File: config.mk
export PLATFORM = sky130hd
export DESIGN_NAME = pcer_ram
export DESIGN_NICKNAME = d
export VERILOG_FILES = /design/src/design/per_client_ewma_rate_meter_unit_defines.svh /design/src/design/pcer_ram.sv
export SDC_FILE = /design/constraint.sdc
export NUM_CORES = 1
export LEC_CHECK = 0
export ABC_AREA = 1
export BUFFER_PORTS_ARGS = -buffer_cell sky130_fd_sc_hd__buf_4
export CAP_MARGIN = 5
export CORE_ASPECT_RATIO = 1.4
export CORE_MARGIN = 2
export CORE_UTILIZATION = 30
export DETAILED_ROUTE_END_ITERATION = 8
export GPL_TIMING_DRIVEN = 0
export HOLD_SLACK_MARGIN = 0.15
export PLACE_DENSITY = 0.55
export SLEW_MARGIN = 20
export SYNTH_ARGS = -nofsm -noshare
export SYNTH_HDL_FRONTEND = slang
export SYNTH_SLANG_ARGS = --single-unit
File: constraint.sdc
create_clock -name clk_i -period 5.7 [get_ports clk_i]
set_input_delay 1.14 -clock clk_i [delete_from_list [all_inputs] [get_ports clk_i]]
set_output_delay 1.14 -clock clk_i [all_outputs]
set_load 0.01 [all_outputs]
File: src/design/per_client_ewma_rate_meter_unit_defines.svh
// Assertion macros for the per-client EWMA rate meter.
`ifndef PER_CLIENT_EWMA_RATE_METER_UNIT_DEFINES_SVH
`define PER_CLIENT_EWMA_RATE_METER_UNIT_DEFINES_SVH

// Check that cons holds in the same cycle as ante.
`define PCER_ASSERT_NOW(lbl, ante, cons, msg) \
  lbl: assert property (@(posedge clk_i) disable iff (!rst_ni) (ante) |-> (cons)) \
    else $error(msg);

// Check that cons holds after ante rather than in the same cycle.
`define PCER_ASSERT_LATER2(lbl, ante, cons, msg) \
  lbl: assert property (@(posedge clk_i) disable iff (!rst_ni) (ante) |-> ##2 (cons)) \
    else $error(msg);

`endif

File: src/design/pcer_ram.sv
// Generic single-write, single-read RAM with registered read data.
`default_nettype none
module pcer_ram #(
  parameter int WIDTH = 8,
  parameter int DEPTH = 64
) (
  input  wire logic                     clk_i,
  input  wire logic                     we_i,
  input  wire logic [$clog2(DEPTH)-1:0] waddr_i,
  input  wire logic [WIDTH-1:0]         wdata_i,
  input  wire logic [$clog2(DEPTH)-1:0] raddr_i,
  output logic      [WIDTH-1:0]         rdata_o
);

  logic [WIDTH-1:0] mem_q [DEPTH];
  logic [WIDTH-1:0] rdata_q;

  always_ff @(posedge clk_i) begin
    if (we_i) begin
      mem_q[waddr_i] <= wdata_i;
    end
  end

  always_ff @(posedge clk_i) begin
    rdata_q <= mem_q[raddr_i];
  end

  assign rdata_o = rdata_q;

endmodule
`default_nettype wire

==> PnR_summary.wiki <==
{| class="wikitable"
! Metric !! Value
|-
| Outcome || finished, final reports clean
|-
| Type of the worst setup path || input port to flop
|-
| Final worst clock skew || 0.0207 ns
|-
| Count of distinct cell types in the synthesized netlist || 16
|-
| Initial Utilization || 30.3%
|-
| Buffer depth of the longest clock path || 3
|-
| Total Nets Final || 1908
|-
| Synthesized-area fraction occupied by adder cells || 0%
|-
| Die width || 229 um
|-
| Compound-Gate Fraction of Synth Area || 0%
|-
| Sum of negative setup slack || 0 ns
|-
| Part of the Yosys area used for sequential elements || 72.8%
|-
| Global-route wire length before repair || 97700 um
|-
| Dominant combinational cell family by area after synthesis || simple AND/OR/NAND/NOR gates
|-
| Summed area of non-filler cells in the final layout || 24300 um^2
|-
| Antenna violations before repair || 3
|-
| CTS tree || built
|-
| Final critical path time including I/O delays and setup || 3.36 ns
|-
| Worst slew slack as a fraction of its limit || 20.4%
|-
| Worst Setup End Kind || flop
|-
| Cts repair resizes || 0
|-
| Setup repair after global routing missed its margin || false
|-
| Pwr per Cell Area || 331 nW/um^2
|-
| Number of global-route vias before repair || 14200
|-
| Yosys top cell area share || 72.0%
|-
| Data required time at the worst endpoint || 5.90 ns
|-
| Count of pins on the block boundary || 30
|-
| CP arrival || 3.56 ns
|-
| WL per Instance || 23.8 um
|-
| H-tree Lvls || 2
|-
| CP Max Fanout || 9
|-
| Total area of multi-input combinational cells || 5000 um^2
|-
| Cell area after synthesis || 21300 um^2
|-
| Number of hold buffers added after cts || 0
|-
| Depth of the worst register-to-register path || 8
|-
| First DRT Iteration DRCs || 1386
|-
| Antenna viol nets, final || 0
|-
| Post-CTS Setup Inserts || 0
|-
| Hold path cells || 8
|-
| Worst Tran Pin Value || 1.19 ns
|-
| Net switching power of the design || 1.90 mW
|-
| Synthesis Warnings || 0
|-
| Count of final setup violators || 0
|-
| Type of element launching the critical path || input port
|-
| Chip height || 320 um
|-
| Biggest area consumer among synthesized cells || sky130_fd_sc_hd__edfxtp_1
|-
| Layout area overhead || 13.9%
|-
| Clock root buffer || sky130_fd_sc_hd__clkbuf_16
|-
| Drc violations || 0
|-
| Overall die area || 73300 um^2
|-
| Post-synthesis cell count || 1805
|-
| LEAKAGE || 8.61 nW
|-
| Number of clock sinks seen by CTS || 520
|-
| Worst hold path type || flop to flop
|-
| Synthesized area divided by synthesized cell count || 11.8 um^2
|-
| Fraction of layout instances using a drive strength above 1 || 10.3%
|-
| Relative contribution of combinational cells to total power || 7.3%
|-
| Relative contribution of sequential cells to total power || 52.6%
|-
| Portion of netlist area occupied by mux cells || 0%
|-
| Fmax || 298 MHz
|-
| Clk pin slew, worst setup/hold paths || 0.06 ns
|-
| Portion of total power attributed to the clock network || 40.0%
|-
| Main synth FF type || sky130_fd_sc_hd__edfxtp_1
|-
| Pin count of the biggest net entering global routing || 65
|-
| Routed wire length || 67900 um
|-
| Pins Over Slew Limit || 0
|-
| Syn Nets || 1827
|-
| Number of storage elements in the synthesis netlist || 520
|-
| Synth Area in XOR/XNOR || 0%
|-
| Count of flip-flops with a built-in enable after synthesis || 512
|-
| Reported max-cap violation count || 0
|-
| Gr ovfl total || 0
|-
| VDD IR max || 229 uV
|-
| Fraction of power spent switching nets || 23.6%
|-
| Average via count per standard cell || 5.03
|-
| TritonCTS Buffers || 50
|-
| Final Cycle Share || 58.9%
|-
| Internal power contribution || 6.16 mW
|-
| Commonest cells in the netlist || sky130_fd_sc_hd__nand2_1, sky130_fd_sc_hd__edfxtp_1, sky130_fd_sc_hd__nand3_1
|-
| Worst-Skew Late Latency || 0.61 ns
|-
| Vias post-DR || 14400
|-
| Placeable Area || 70400 um^2
|-
| Global-route usage over all layers || 18.5%
|-
| FF+latch area || 15500 um^2
|-
| Placement-stage cell area || 22800 um^2
|-
| Post-DP HPWL || 46400 um
|-
| Final Wtd Congestion || 0.971
|-
| Number of search-and-repair iterations in the first detailed-routing pass || 6
|-
| Number of placement rows || 115
|-
| Fillers || 6870
|-
| Port bufs || 21
|-
| Dominant cell by count in the synthesized netlist || sky130_fd_sc_hd__nand2_1
|-
| Final number of hold-violating endpoints || 0
|-
| Cell types occupying the most area after synthesis || sky130_fd_sc_hd__edfxtp_1, sky130_fd_sc_hd__nand2_1, sky130_fd_sc_hd__nand3_1, sky130_fd_sc_hd__buf_6, sky130_fd_sc_hd__nor2_1
|-
| Post-Synth Simple-Gate Area || 23.2%
|-
| Async set-reset flop share out of synthesis || 0%
|}
[cell usage in the layout, fill, tap and decap left out]
| cell | instances |
|---|---|
| sky130_fd_sc_hd__buf_2 | 43 |
| sky130_fd_sc_hd__clkbuf_1 | 28 |
| sky130_fd_sc_hd__clkinv_1 | 4 |
| sky130_fd_sc_hd__clkbuf_16 | 50 |
| sky130_fd_sc_hd__dfxtp_1 | 8 |
| sky130_fd_sc_hd__inv_1 | 10 |
| sky130_fd_sc_hd__bufinv_16 | 2 |
| sky130_fd_sc_hd__nor2_1 | 56 |
| sky130_fd_sc_hd__nor4_2 | 8 |
| sky130_fd_sc_hd__diode_2 | 1 |
| sky130_fd_sc_hd__edfxtp_1 | 512 |
| sky130_fd_sc_hd__inv_2 | 1 |
| sky130_fd_sc_hd__nand4_1 | 9 |
| sky130_fd_sc_hd__buf_1 | 10 |
| sky130_fd_sc_hd__clkinvlp_4 | 5 |
| sky130_fd_sc_hd__buf_4 | 37 |
| sky130_fd_sc_hd__nand3_1 | 439 |
| sky130_fd_sc_hd__inv_6 | 4 |
| sky130_fd_sc_hd__clkbuf_8 | 5 |
| sky130_fd_sc_hd__clkinv_2 | 5 |
| sky130_fd_sc_hd__buf_6 | 35 |
| sky130_fd_sc_hd__buf_8 | 2 |
| sky130_fd_sc_hd__clkinv_8 | 1 |
| sky130_fd_sc_hd__nand2_1 | 648 |
[critical path, cell delays in order]
cell	delay, ns
sky130_fd_sc_hd__clkbuf_1	0.22
sky130_fd_sc_hd__inv_1	0.30
sky130_fd_sc_hd__nand4_1	0.70
sky130_fd_sc_hd__nor2_1	1.19
[through the flow]
stage,worst slack (ns),power [mW],hold slack [ns],utilization (%),std cells
2_1_floorplan,2.79,4.62,0.722,-,1805
3_3_place_gp,1.83,4.90,0.880,32.2,2762
3_5_place_dp,1.88,4.91,0.894,32.4,2770
4_1_cts,2.51,8.10,0.911,34.6,2858
5_1_grt,2.38,8.28,0.990,34.6,2858
6_report,2.34,8.06,0.933,34.6,2859
[power by group through the flow]
stage / registers (mW) / logic (mW) / clock network, mW
final: 4.24 / 0.591 / 3.23
after global routing: 4.24 / 0.631 / 3.41
after CTS: 4.24 / 0.591 / 3.27
after detailed placement: 4.32 / 0.590 / 0
after global placement: 4.32 / 0.581 / 0
after floorplan: 4.32 / 0.297 / 0
[metal layers]
layer  routed length (um)  up-vias  GRT usage (%)
met3                 4040      151           2.26
met4                 4280        2           11.0
met5                   12        -              0
met2                35000      602           33.1
li1                     -     6506              -
met1                24600     7126           21.0
[layout make-up]
class	count	share of cell area, %
Antenna cell	1	0.0103
Buffer	113	3.32
Clock buffer	68	5.63
Clock inverter	20	0.741
Inverter	12	0.206
Multi-Input combinational cell	1160	20.5
Sequential cell	520	63.9
Tap cell	936	4.82
Timing Repair Buffer	29	0.834
[kinds of logic (layout without fill, tap and decap cells)]
family | count (synthesis) | after routing
and+or+nand+nor | 1160 | 1160
other | 0 | 1
DFF | 520 | 520
buffers and inverters | 125 | 242
[sequential cells by signal, indices dropped and copies added (netlist names)]
| name | count |
|---|---|
| mem_q | 512 |
| rdata_o | 8 |
[path summary, 6_finish.rpt]
| check | from | end | slack, ns |
|---|---|---|---|
| worst max-delay path | waddr_i[1] | mem_q[29][1] | 2.34 |
| worst min-delay path | mem_q[40][7] | rdata_o[7] | 0.93 |
| worst max register to register | mem_q[51][5] | rdata_o[5] | 4.15 |
| worst min register to register | mem_q[40][7] | rdata_o[7] | 0.93 |
No activity file was read; power rests on OpenSTA's default activity.
